### src/rtl/skw_pkg.sv
// Shared types and constants for the session keepalive watchdog.
// No dependencies; imported by skw_tick_alu and session_keepalive_watchdog_top.
`timescale 1ns / 1ps

package skw_pkg;

   // Session table geometry and timing constants.
   localparam int SESSIONS   = 16;
   localparam int SESS_W     = $clog2(SESSIONS);
   localparam int COUNT_W    = SESS_W + 1;
   localparam int FLIGHT_W   = 8;
   localparam int WAIT_W     = 32;
   localparam int TIMEOUT_W  = 16;
   localparam int TICK_MS    = 5;
   localparam int REQ_DATA_W = 8;
   localparam int REQ_USER_W = 2;
   localparam int RSP_DATA_W = 40;

   localparam logic [FLIGHT_W-1:0]  COUNT_MAX    = 8'd255;
   localparam logic [TIMEOUT_W-1:0] TIMEOUT_RST  = 16'd1000;
   localparam logic [TIMEOUT_W-1:0] PING_FLOOR   = TIMEOUT_W'(3 * TICK_MS);
   localparam logic [TIMEOUT_W-1:0] ABORT_FLOOR  = TIMEOUT_W'(6 * TICK_MS);

   // Event kinds carried on the request channel.
   typedef enum logic [1:0] {
      KIND_START     = 2'd0,
      KIND_FINISH    = 2'd1,
      KIND_TICK      = 2'd2,
      KIND_PING_DONE = 2'd3
   } kind_type;

   // Result actions.
   typedef enum logic {
      ACT_PING  = 1'b0,
      ACT_ABORT = 1'b1
   } action_type;

   // Per-session keepalive ping state.
   typedef enum logic [1:0] {
      PING_NONE = 2'd0,
      PING_SENT = 2'd1,
      PING_DONE = 2'd2
   } ping_state_type;

   // Result of one step of the shared tick unit.
   typedef struct packed {
      logic [WAIT_W-1:0] wait_ms;
      logic              hit;
      action_type        action;
   } alu_result_type;

endpackage

### src/rtl/session_keepalive_watchdog_top.sv
// Top level of the session keepalive watchdog: session tables, sequencer, ports.
// Depends on skw_pkg and skw_tick_alu.
//
//  channel  | direction | payload
//  ---------+-----------+--------------------------------------------------
//  req_     | in        | tuser: kind; tdata: session
//  rsp_     | out       | tuser: action; tdata: session, waited_ms; tlast
//  csr_     | in        | wdata: timeout_ms
//
// A start, ping-completed or non-emptying finish item is handled in the idle
// state; a finish that empties its session also takes the swap-with-last step.
// A tick sets thresholds, passes each list entry through the shared tick unit,
// closes the walk and retires completed pings, and then releases the held final
// result.
// A stalled result port holds the walk at the entry that has a result to hand on.
// Reset is synchronous and needs no clearing pass.
`timescale 1ns / 1ps

module session_keepalive_watchdog_top (
   input  logic                              clock,
   input  logic                              reset,
   input  logic                              req_tvalid,
   output logic                              req_tready,
   input  logic [skw_pkg::REQ_DATA_W-1:0]    req_tdata,   // [3:0] session
   input  logic [skw_pkg::REQ_USER_W-1:0]    req_tuser,   // [1:0] kind
   output logic                              rsp_tvalid,
   input  logic                              rsp_tready,
   output logic [skw_pkg::RSP_DATA_W-1:0]    rsp_tdata,   // [3:0] session, [35:4] waited_ms
   output logic                              rsp_tuser,   // [0] action
   output logic                              rsp_tlast,
   input  logic                              csr_valid,
   output logic                              csr_ready,
   input  logic [skw_pkg::TIMEOUT_W-1:0]     csr_wdata
);
   import skw_pkg::*;

   typedef enum logic [2:0] {
      ST_IDLE,
      ST_SWAP,
      ST_WALK,
      ST_FLUSH
   } state_type;

   // Session tables.
   logic [SESS_W-1:0]   active_list_ff   [SESSIONS];
   logic [SESS_W-1:0]   list_pos_ff      [SESSIONS];
   logic [FLIGHT_W-1:0] in_flight_ff     [SESSIONS];
   logic [WAIT_W-1:0]   wait_ff          [SESSIONS];
   ping_state_type      ping_ff          [SESSIONS];

   // Control and result registers.
   state_type             state_ff, state_in;
   logic [COUNT_W-1:0]    count_ff, count_in;
   logic [COUNT_W-1:0]    idx_ff, idx_in;
   logic [SESS_W-1:0]     victim_ff, victim_in;
   logic [TIMEOUT_W-1:0]  timeout_ff;
   logic [TIMEOUT_W-1:0]  ping_ms_ff, ping_ms_in;
   logic [TIMEOUT_W-1:0]  abort_ms_ff, abort_ms_in;
   logic                  pend_valid_ff, pend_valid_in;
   logic [SESS_W-1:0]     pend_sess_ff, pend_sess_in;
   action_type            pend_act_ff, pend_act_in;
   logic [WAIT_W-1:0]     pend_wait_ff, pend_wait_in;
   logic                  rsp_valid_ff, rsp_valid_in;
   logic [SESS_W-1:0]     rsp_sess_ff, rsp_sess_in;
   action_type            rsp_act_ff, rsp_act_in;
   logic [WAIT_W-1:0]     rsp_wait_ff, rsp_wait_in;
   logic                  rsp_last_ff, rsp_last_in;

   // Table write ports.
   logic                  list_we;
   logic [SESS_W-1:0]     list_waddr, list_wdata;
   logic                  pos_we;
   logic [SESS_W-1:0]     pos_waddr, pos_wdata;
   logic                  flight_we;
   logic [SESS_W-1:0]     flight_waddr;
   logic [FLIGHT_W-1:0]   flight_wdata;
   logic                  wait_we;
   logic [SESS_W-1:0]     wait_waddr;
   logic [WAIT_W-1:0]     wait_wdata;
   logic                  ping_we;
   logic [SESS_W-1:0]     ping_waddr;
   ping_state_type        ping_wdata;
   logic                  ping_retire;

   // Datapath signals.
   logic [SESS_W-1:0]     list_raddr, list_rdata;
   logic [SESS_W-1:0]     req_sess;
   kind_type              req_kind;
   logic                  out_free;
   logic [TIMEOUT_W-1:0]  half_ms;
   alu_result_type        alu_res;

   assign req_sess   = req_tdata[SESS_W-1:0];
   assign req_kind   = kind_type'(req_tuser);
   assign req_tready = (state_ff == ST_IDLE);
   assign csr_ready  = 1'b1;
   assign out_free   = !rsp_valid_ff || rsp_tready;
   assign half_ms    = timeout_ff >> 1;

   // Single read port of the active list: walk entry or list tail.
   assign list_raddr = (state_ff == ST_SWAP) ? SESS_W'(count_ff - COUNT_W'(1))
                                             : idx_ff[SESS_W-1:0];
   assign list_rdata = active_list_ff[list_raddr];

   skw_tick_alu u_alu (
      .wait_ms    (wait_ff[list_rdata]),
      .ping_state (ping_ff[list_rdata]),
      .ping_ms    (ping_ms_ff),
      .abort_ms   (abort_ms_ff),
      .result     (alu_res)
   );

   // Sequencer next-state and table write control.
   always_comb begin
      state_in      = state_ff;
      count_in      = count_ff;
      idx_in        = idx_ff;
      victim_in     = victim_ff;
      ping_ms_in    = ping_ms_ff;
      abort_ms_in   = abort_ms_ff;
      pend_valid_in = pend_valid_ff;
      pend_sess_in  = pend_sess_ff;
      pend_act_in   = pend_act_ff;
      pend_wait_in  = pend_wait_ff;
      rsp_valid_in  = rsp_valid_ff && !rsp_tready;
      rsp_sess_in   = rsp_sess_ff;
      rsp_act_in    = rsp_act_ff;
      rsp_wait_in   = rsp_wait_ff;
      rsp_last_in   = rsp_last_ff;
      list_we       = 1'b0;
      list_waddr    = count_ff[SESS_W-1:0];
      list_wdata    = req_sess;
      pos_we        = 1'b0;
      pos_waddr     = req_sess;
      pos_wdata     = count_ff[SESS_W-1:0];
      flight_we     = 1'b0;
      flight_waddr  = req_sess;
      flight_wdata  = in_flight_ff[req_sess];
      wait_we       = 1'b0;
      wait_waddr    = req_sess;
      wait_wdata    = '0;
      ping_we       = 1'b0;
      ping_waddr    = req_sess;
      ping_wdata    = PING_DONE;
      ping_retire   = 1'b0;

      case (state_ff)
         ST_IDLE: begin
            if (req_tvalid) begin
               case (req_kind)
                  KIND_START: begin
                     if (in_flight_ff[req_sess] != COUNT_MAX) begin
                        flight_we    = 1'b1;
                        flight_wdata = in_flight_ff[req_sess] + FLIGHT_W'(1);
                        // First request of an idle session appends it to the list.
                        if (in_flight_ff[req_sess] == '0) begin
                           list_we  = 1'b1;
                           pos_we   = 1'b1;
                           count_in = count_ff + COUNT_W'(1);
                        end
                     end
                  end
                  KIND_FINISH: begin
                     if (in_flight_ff[req_sess] != '0) begin
                        flight_we    = 1'b1;
                        flight_wdata = in_flight_ff[req_sess] - FLIGHT_W'(1);
                        wait_we      = 1'b1;
                        if (in_flight_ff[req_sess] == FLIGHT_W'(1)) begin
                           victim_in = req_sess;
                           state_in  = ST_SWAP;
                        end
                     end
                  end
                  KIND_TICK: begin
                     // Latch thresholds for this walk.
                     if (half_ms < PING_FLOOR) begin
                        ping_ms_in  = PING_FLOOR;
                        abort_ms_in = ABORT_FLOOR;
                     end else begin
                        ping_ms_in  = half_ms;
                        abort_ms_in = timeout_ff;
                     end
                     idx_in   = '0;
                     state_in = ST_WALK;
                  end
                  KIND_PING_DONE: begin
                     if (ping_ff[req_sess] == PING_SENT) begin
                        ping_we = 1'b1;
                     end
                  end
                  default: begin
                  end
               endcase
            end
         end

         ST_SWAP: begin
            // Move the list tail into the departing session's slot.
            list_we    = 1'b1;
            list_waddr = list_pos_ff[victim_ff];
            list_wdata = list_rdata;
            pos_we     = 1'b1;
            pos_waddr  = list_rdata;
            pos_wdata  = list_pos_ff[victim_ff];
            count_in   = count_ff - COUNT_W'(1);
            state_in   = ST_IDLE;
         end

         ST_WALK: begin
            if (idx_ff == count_ff) begin
               ping_retire = 1'b1;
               state_in    = ST_FLUSH;
            end else if (!(alu_res.hit && pend_valid_ff && !out_free)) begin
               wait_we    = 1'b1;
               wait_waddr = list_rdata;
               wait_wdata = alu_res.wait_ms;
               if (alu_res.hit) begin
                  if (alu_res.action == ACT_PING) begin
                     ping_we    = 1'b1;
                     ping_waddr = list_rdata;
                     ping_wdata = PING_SENT;
                  end
                  // Hand the held result on; it is not the final one.
                  if (pend_valid_ff) begin
                     rsp_valid_in = 1'b1;
                     rsp_sess_in  = pend_sess_ff;
                     rsp_act_in   = pend_act_ff;
                     rsp_wait_in  = pend_wait_ff;
                     rsp_last_in  = 1'b0;
                  end
                  pend_valid_in = 1'b1;
                  pend_sess_in  = list_rdata;
                  pend_act_in   = alu_res.action;
                  pend_wait_in  = alu_res.wait_ms;
               end
               idx_in = idx_ff + COUNT_W'(1);
            end
         end

         ST_FLUSH: begin
            if (!pend_valid_ff) begin
               state_in = ST_IDLE;
            end else if (out_free) begin
               rsp_valid_in  = 1'b1;
               rsp_sess_in   = pend_sess_ff;
               rsp_act_in    = pend_act_ff;
               rsp_wait_in   = pend_wait_ff;
               rsp_last_in   = 1'b1;
               pend_valid_in = 1'b0;
               state_in      = ST_IDLE;
            end
         end

         default: begin
            state_in = ST_IDLE;
         end
      endcase
   end

   // State and registered outputs.
   always_ff @(posedge clock) begin
      if (reset) begin
         state_ff      <= ST_IDLE;
         count_ff      <= '0;
         pend_valid_ff <= 1'b0;
         rsp_valid_ff  <= 1'b0;
         timeout_ff    <= TIMEOUT_RST;
      end else begin
         state_ff      <= state_in;
         count_ff      <= count_in;
         pend_valid_ff <= pend_valid_in;
         rsp_valid_ff  <= rsp_valid_in;
         if (csr_valid) begin
            timeout_ff <= csr_wdata;
         end
      end
      idx_ff       <= idx_in;
      victim_ff    <= victim_in;
      ping_ms_ff   <= ping_ms_in;
      abort_ms_ff  <= abort_ms_in;
      pend_sess_ff <= pend_sess_in;
      pend_act_ff  <= pend_act_in;
      pend_wait_ff <= pend_wait_in;
      rsp_sess_ff  <= rsp_sess_in;
      rsp_act_ff   <= rsp_act_in;
      rsp_wait_ff  <= rsp_wait_in;
      rsp_last_ff  <= rsp_last_in;
   end

   // Active list and list positions hold no reset value.
   always_ff @(posedge clock) begin
      if (list_we) begin
         active_list_ff[list_waddr] <= list_wdata;
      end
      if (pos_we) begin
         list_pos_ff[pos_waddr] <= pos_wdata;
      end
   end

   // Per-session counters, wait times and ping states.
   always_ff @(posedge clock) begin
      if (reset) begin
         for (int i = 0; i < SESSIONS; i++) begin
            in_flight_ff[i] <= '0;
            wait_ff[i]      <= '0;
            ping_ff[i]      <= PING_NONE;
         end
      end else begin
         if (flight_we) begin
            in_flight_ff[flight_waddr] <= flight_wdata;
         end
         if (wait_we) begin
            wait_ff[wait_waddr] <= wait_wdata;
         end
         if (ping_retire) begin
            for (int i = 0; i < SESSIONS; i++) begin
               if (ping_ff[i] == PING_DONE) begin
                  ping_ff[i] <= PING_NONE;
               end
            end
         end else if (ping_we) begin
            ping_ff[ping_waddr] <= ping_wdata;
         end
      end
   end

   // Result port.
   assign rsp_tvalid = rsp_valid_ff;
   assign rsp_tdata  = {(RSP_DATA_W - WAIT_W - SESS_W)'(0), rsp_wait_ff, rsp_sess_ff};
   assign rsp_tuser  = rsp_act_ff;
   assign rsp_tlast  = rsp_last_ff;

endmodule

### src/rtl/skw_tick_alu.sv
// Shared tick unit: saturating wait-time increment and threshold compare.
// Depends on skw_pkg; instantiated once by session_keepalive_watchdog_top.
`timescale 1ns / 1ps

module skw_tick_alu (
   input  logic [skw_pkg::WAIT_W-1:0]    wait_ms,
   input  skw_pkg::ping_state_type       ping_state,
   input  logic [skw_pkg::TIMEOUT_W-1:0] ping_ms,
   input  logic [skw_pkg::TIMEOUT_W-1:0] abort_ms,
   output skw_pkg::alu_result_type       result
);
   import skw_pkg::*;

   logic [WAIT_W:0]   sum;
   logic [WAIT_W-1:0] grown;

   // Add one tick and saturate on carry out.
   assign sum   = {1'b0, wait_ms} + (WAIT_W + 1)'(TICK_MS);
   assign grown = sum[WAIT_W] ? {WAIT_W{1'b1}} : sum[WAIT_W-1:0];

   // Classify the grown wait time against the two thresholds.
   always_comb begin
      result.wait_ms = grown;
      result.hit     = 1'b0;
      result.action  = ACT_PING;
      if (grown < WAIT_W'(ping_ms)) begin
         result.hit = 1'b0;
      end else if (grown > WAIT_W'(abort_ms)) begin
         result.hit    = 1'b1;
         result.action = ACT_ABORT;
      end else if (ping_state == PING_NONE) begin
         result.hit    = 1'b1;
         result.action = ACT_PING;
      end
   end

endmodule

### config.mk
export PLATFORM = sky130hd
export DESIGN_NAME = session_keepalive_watchdog_top
export DESIGN_NICKNAME = d
export VERILOG_FILES = /design/src/rtl/skw_pkg.sv /design/src/rtl/session_keepalive_watchdog_top.sv /design/src/rtl/skw_tick_alu.sv
export SDC_FILE = /design/constraint.sdc
export NUM_CORES = 2
export LEC_CHECK = 0
export BUFFER_PORTS_ARGS = -buffer_cell sky130_fd_sc_hd__buf_2
export CAP_MARGIN = 20
export CELL_PAD_IN_SITES_DETAIL_PLACEMENT = 1
export CELL_PAD_IN_SITES_GLOBAL_PLACEMENT = 2
export CORE_MARGIN = 3
export CORE_UTILIZATION = 40
export DETAILED_ROUTE_END_ITERATION = 16
export GPL_ROUTABILITY_DRIVEN = 0
export PLACE_DENSITY = 0.78
export SYNTH_ARGS = -nofsm -noshare
export SYNTH_HDL_FRONTEND = slang
export SYNTH_SLANG_ARGS = --single-unit
### constraint.sdc
create_clock -name clock -period 19.8 [get_ports clock]
set_input_delay 1.98 -clock clock [delete_from_list [all_inputs] [get_ports clock]]
set_output_delay 1.98 -clock clock [all_outputs]
set_load 0.005 [all_outputs]
Word-level counts from Yosys, hierarchy flattened
Memory sizes are Yosys's and may differ from the RTL's. A register that Yosys moved wholly into a read port is not among the register bits. Index checks and enable logic that the tools add are counted.

Add/sub/neg operators: 6. Muxes and demuxes: 217. Reductions and logical operators: 26. Bitwise gates (word level): 18. Equality and inequality tests: 42. $lt $le $gt $ge: 3.

Operators by type and width (count): two-way mux 32 bit (11); two-way mux 1 bit (127); two-way mux 4 bit (21); one-hot mux 32 bit (2 select lines) (1); two-way mux 2 bit (24); two-way mux 5 bit (8); two-way mux 8 bit (5); == test 2 bit, second input constant (18); adder 32 x 3 -> 33 bit, second input constant (1); greater-than comparator 32 x 16 -> 1 bit (1); < comparator 32 x 16 -> 1 bit (1); OR reduction 32 bit (1); one-hot mux 5 bit (2 select lines) (2); two-way mux 3 bit (6); != test 2 bit, second input constant (8); OR 1 bit (16); one-hot mux 1 bit (2 select lines) (8); one-hot mux 8 bit (2 select lines) (1); < comparator 15 x 4 -> 1 bit, second input constant (1); AND reduction 5 bit (3); adder 5 x 1 -> 5 bit, second input constant (2); != test 3 bit, second input constant (3); one-hot mux 3 bit (3 select lines) (1); adder 8 x 1 -> 8 bit, second input constant (1); 27 further kinds (41).

Bits in registers: 142. Logic and storage cells: 334. Memories: 5. Bits of input ports: 31. Output and inout port bits: 45. Memory bits (writable): 800.

Memories: wait_ff (words 16, bits a word 32, rd ports 1, clocked after memory_dff 0, write ports 16, line session_keepalive_watchdog_top.sv:48) `logic [WAIT_W-1:0] wait_ff [SESSIONS];`; in_flight_ff (words 16, bits a word 8, rd ports 1, clocked after memory_dff 0, write ports 16, line session_keepalive_watchdog_top.sv:47) `logic [FLIGHT_W-1:0] in_flight_ff [SESSIONS];`; active_list_ff (words 16, bits a word 4, rd ports 1, clocked after memory_dff 0, write ports 1, line session_keepalive_watchdog_top.sv:45) `logic [SESS_W-1:0] active_list_ff [SESSIONS];`; list_pos_ff (words 16, bits a word 4, rd ports 1, clocked after memory_dff 1, write ports 1, line session_keepalive_watchdog_top.sv:46) `logic [SESS_W-1:0] list_pos_ff [SESSIONS];`; ping_ff (words 16, bits a word 2, rd ports 18, clocked after memory_dff 0, write ports 16, line session_keepalive_watchdog_top.sv:49) `ping_state_type ping_ff [SESSIONS];`.

Logic depth before layout (Yosys ltp)
An unclocked memory read counts as a cell.

Depth in word-level cells: 20. Depth in mapped cells: 44. Mapped depth without buffers: 35.

Modules after synthesis
A second synthesis with hierarchy kept.

Cell total of the unflattened synthesis: 3446. Area total of the unflattened synthesis: 44452.6 um^2.

By module, submodules not included: session_keepalive_watchdog_top (sequential area each 27606.5 um^2, area each 42637.1 um^2, cells each 3167, instances 1); skw_tick_alu (sequential area each 0.0 um^2, area each 1815.5 um^2, cells each 279, instances 1).

Worst setup path after synthesis
OpenSTA, ideal clock, no wires.

Path kind: register -> register. Start: register count_ff[0]. End: memory wait_ff[15][0] (enable). Period minus slack after synthesis: 10.883 ns. Stages on the path, launching flop included: 40. Data arrival time: 10.413 ns. Library setup time: 0.470 ns. Slack: 8.917 ns. Buffers on the path: 9. Required time: 19.330 ns. Path through: dfxtp_1 > clkbuf_1 > inv_1 > ha_1 > nor3b_1 > a21oi_1 > a211oi_1 > o21ai_1 > and3_1 > buf_2 > nor2_1 > inv_2 > buf_4 > buf_4 > buf_4 > nor2_1 > a31oi_1 > and3_1 > [4 not listed] > and3_1 > clkbuf_1 > clkbuf_1 > nor2_1 > clkbuf_1 > inv_1 > ha_1 > a21o_1 > a21o_1 > a211oi_1 > o21ai_0 > a221oi_1 > a31o_2 > a22oi_1 > o41ai_4 > buf_6 > nand3_1 > o31ai_1.

RTL lines: start: declaration (line session_keepalive_watchdog_top.sv:53) `logic [COUNT_W-1:0] count_ff, count_in;`; start signal: assignment (line session_keepalive_watchdog_top.sv:270) `count_ff <= count_in;`; end: declaration (line session_keepalive_watchdog_top.sv:48).

==> results.cfg <==
[floorplan]
num_io_pins = 76
die_h_um = 336
die_w_um = 336
coreArea_um2 = 108000
rows = 120
die_area_um2 = 113000
start_util = 0.405

[synth]
synth_area_leaders = edfxtp_1, nor2_1, mux4_2
ys_types = 84
synth_edf_count = 900
synthArstFlopShare = 0
syn-cell-area_um2 = 43600
synth.top_cells.by_count = edfxtp_1, nor2_1, nand2_1
syn-instance-count = 3712
avgSynthCellArea_um2 = 11.7
yosysWarnings = 0
yosysTopAreaCell = edfxtp_1
synth_top_area_frac = 0.620
synth_seq_area_share = 0.633
yosysMostFrequentCell = edfxtp_1
synth-main-ff-cell = edfxtp_1
ys_seq_elements = 929

[setup_path]
endpoint_kind = register
rrSetupSlack_ns = 6.39
critPathMaxStageDelay_ns = 0.89
worst_r2r_path_depth = 31
crit_buf_inv = 9
regToRegStartpoint = state_ff[1]$_SDFFE_PP0P_
critical-path-top-delay-family = compound AO/OA/AOI/OAI gates
crit_type = reg2reg
slowest_stage = nor3_1
cp.required_ns = 20.12
cp.arrival_ns = 13.72
cp_common_cell = buf_4
crit_path_max_fanout = 107
crit_path_start_kind = register
worstReg2RegEnd = wait_ff[11][25]$_SDFFCE_PN0P_

[timing]
clock_skew_ns = 0.0332
max_freq_ghz = 0.0746
period_minus_slack_ns = 13.41
worst_slack_ns = 6.39
max_slew_margin = 0.244
rsz0062_at_grt = no
setup_tns_ns = 0
fin_crit_sh = 0.677
setup-violations-final = 0
drv_slew = 0
worstMarginPinSlew_ns = 1.13
timing_hold_violations_final = 0

[global_routing]
track_usage = 0.252
grt_max_degree = 113
grt_pass1_wl_um = 212000
antenna_found_initial = 2
grt_pass1_vias = 32200
grt_overflow_total = 0

[detailed_routing]
drtAntennaViolNets = 0
vias = 31100
wire_per_inst_um = 27.8
viasPerCell = 6.02
drc = 0
drtIter0Drc = 3005
routed_wl_um = 144000
drtPass1Iterations = 7

[pwr]
power_leakage_nw = 17.7
power_density_nw_per_um2 = 102
vdd_drop_max_mv = 0.0767

[placed_design]
place_ws_ns = 6.60
hpwl_um = 83600
io_buffers = 66

[clock_network]
path_clk_slew_ns = 0.06
root_buffer = clkbuf_16
clkSinkCount = 929
clockBufferDepth = 3
ctsHoldBuffers = 0
cts_tree = done
cts_setup_buffers = 0
numCtsBuffers = 103
cts_max_level = 3
clock_latency_ns = 0.71
postCtsResizedCells = 0

[hold_path]
hold-path-endpoint = rsp_wait_ff[13]$_DFFE_PP_
hold_start = pend_wait_ff[13]$_DFFE_PP_
holdPathStages = 0
hold_class = reg2reg

[cells_and_area]
nFillCells = 11200
utilization = 0.454
n_antenna_cell = 0
nets = 3747
area_delta_synth_final_pct = 12.1
drive_gt1_frac = 0.123

[job]
maxCapViolCount = 0

[outcome]
outcome = complete, no violations
==> cell families (layout without fill, tap and decap cells) <==
family	count (synthesis)	count (layout)	synth area share
AOI/OAI and AO/OA	566	566	0.0951
and+or+nand+nor	1599	1599	0.168
muxes	125	125	0.0461
buffers and inverters	417	464	0.0396
other	2	5	0.000172
adders and majority gates	38	38	0.0109
DFF	929	929	0.633
xor gates and xnor gates	36	36	0.00723
==> layout by cell type, fill, tap and decap left out, types with 56 or more instances in the layout <==
cell | synthesis | layout
edfxtp_1 | 900 | 900
nor2_1 | 783 | 781
nand2_1 | 282 | 271
and3_1 | 155 | 155
buf_4 | 17 | 109
clkbuf_16 | 0 | 103
a2111oi_0 | 94 | 94
inv_1 | 94 | 93
nand3_1 | 98 | 89
a21oi_1 | 76 | 76
a211oi_1 | 75 | 75
buf_2 | 72 | 65
mux4_2 | 60 | 60
mux2i_1 | 59 | 59
nor3_1 | 59 | 57
o21ai_0 | 64 | 56
==> metrics by stage <==
| step | std cells | power [mW] | instance area [um2] | hold WS (ns) |
|---|---|---|---|---|
| after floorplan | 3715 | 2.73 | 43600 | 0.400 |
| after CTS | 5163 | 5.00 | 48800 | 0.417 |
| after global routing | 5165 | 5.15 | 48900 | 0.422 |
| after global placement | 4969 | 3.01 | 45400 | 0.404 |
| after detailed placement | 4974 | 3.03 | 45400 | 0.405 |
| final | 5165 | 4.97 | 48900 | 0.414 |
==> cell type report <==
cell class	count	area (um2)	share of cell area
sequential	929	27600	0.565
multi-input combinational	2369	14500	0.297
clock buffer	121	2650	0.0541
tap	1403	1760	0.0359
timing repair buffer	177	1200	0.0246
clock inverter	68	783	0.0160
inverter	98	382	0.00781
==> report_power, final <==
group	internal, mW	switching, mW
Sequential	2.22	0.0207
Combinational	0.196	0.559
Clock	1.16	0.811
Total	3.58	1.39
==> how the worst max path moves through the flow <==
stage,from,depth (start not counted),to
final,state_ff[1]$_SDFFE_PP0P_,31,wait_ff[11][25]$_SDFFCE_PN0P_
after global routing,count_ff[0]$_SDFFE_PP0P_,32,wait_ff[11][22]$_SDFFCE_PN0P_
after CTS,state_ff[1]$_SDFFE_PP0P_,31,wait_ff[11][29]$_SDFFCE_PN0P_
after detailed placement,state_ff[1]$_SDFFE_PP0P_,31,wait_ff[11][28]$_SDFFCE_PN0P_
after global placement,count_ff[0]$_SDFFE_PP0P_,34,wait_ff[11][31]$_SDFFCE_PN0P_
after floorplan,count_ff[0]$_SDFFE_PP0P_,39,wait_ff[15][0]$_SDFFCE_PN0P_
==> flip-flops by register name, summed over array words and instances (netlist names), 2 cells and up, named ones only <==
register and flops:
wait_ff 512, in_flight_ff 128, active_list_ff 64, list_pos_ff 64, pend_wait_ff 32, ping_ff 32
rsp_wait_ff 32, timeout_ff 16, ping_ms_ff 15, count_ff 5, idx_ff 5, pend_sess_ff 4
rsp_sess_ff 4, victim_ff 4, state_ff 2
==> worst register-to-register path: cells and delay by family (launching register included) <==
family                   cells  cell delay (ns)
AO/OA/AOI/OAI               11             4.24
adder cells (fa/ha/maj)      1             0.30
buffers and inverters        9             4.27
multiplexers                 1             0.20
AND/OR/NAND/NOR              9             3.53
flip-flops                   1             0.48
==> layer usage <==
layer / up-vias / share of wire / GRT usage
met5: - / 0 / 0
met1: 16100 / 0.43 / 0.344
li1: 13700 / - / -
met3: 219 / 0.062 / 0.0329
met2: 1046 / 0.49 / 0.424
met4: 0 / 0.026 / 0.0731
Note: power is estimated with default switching activity, not from simulation.
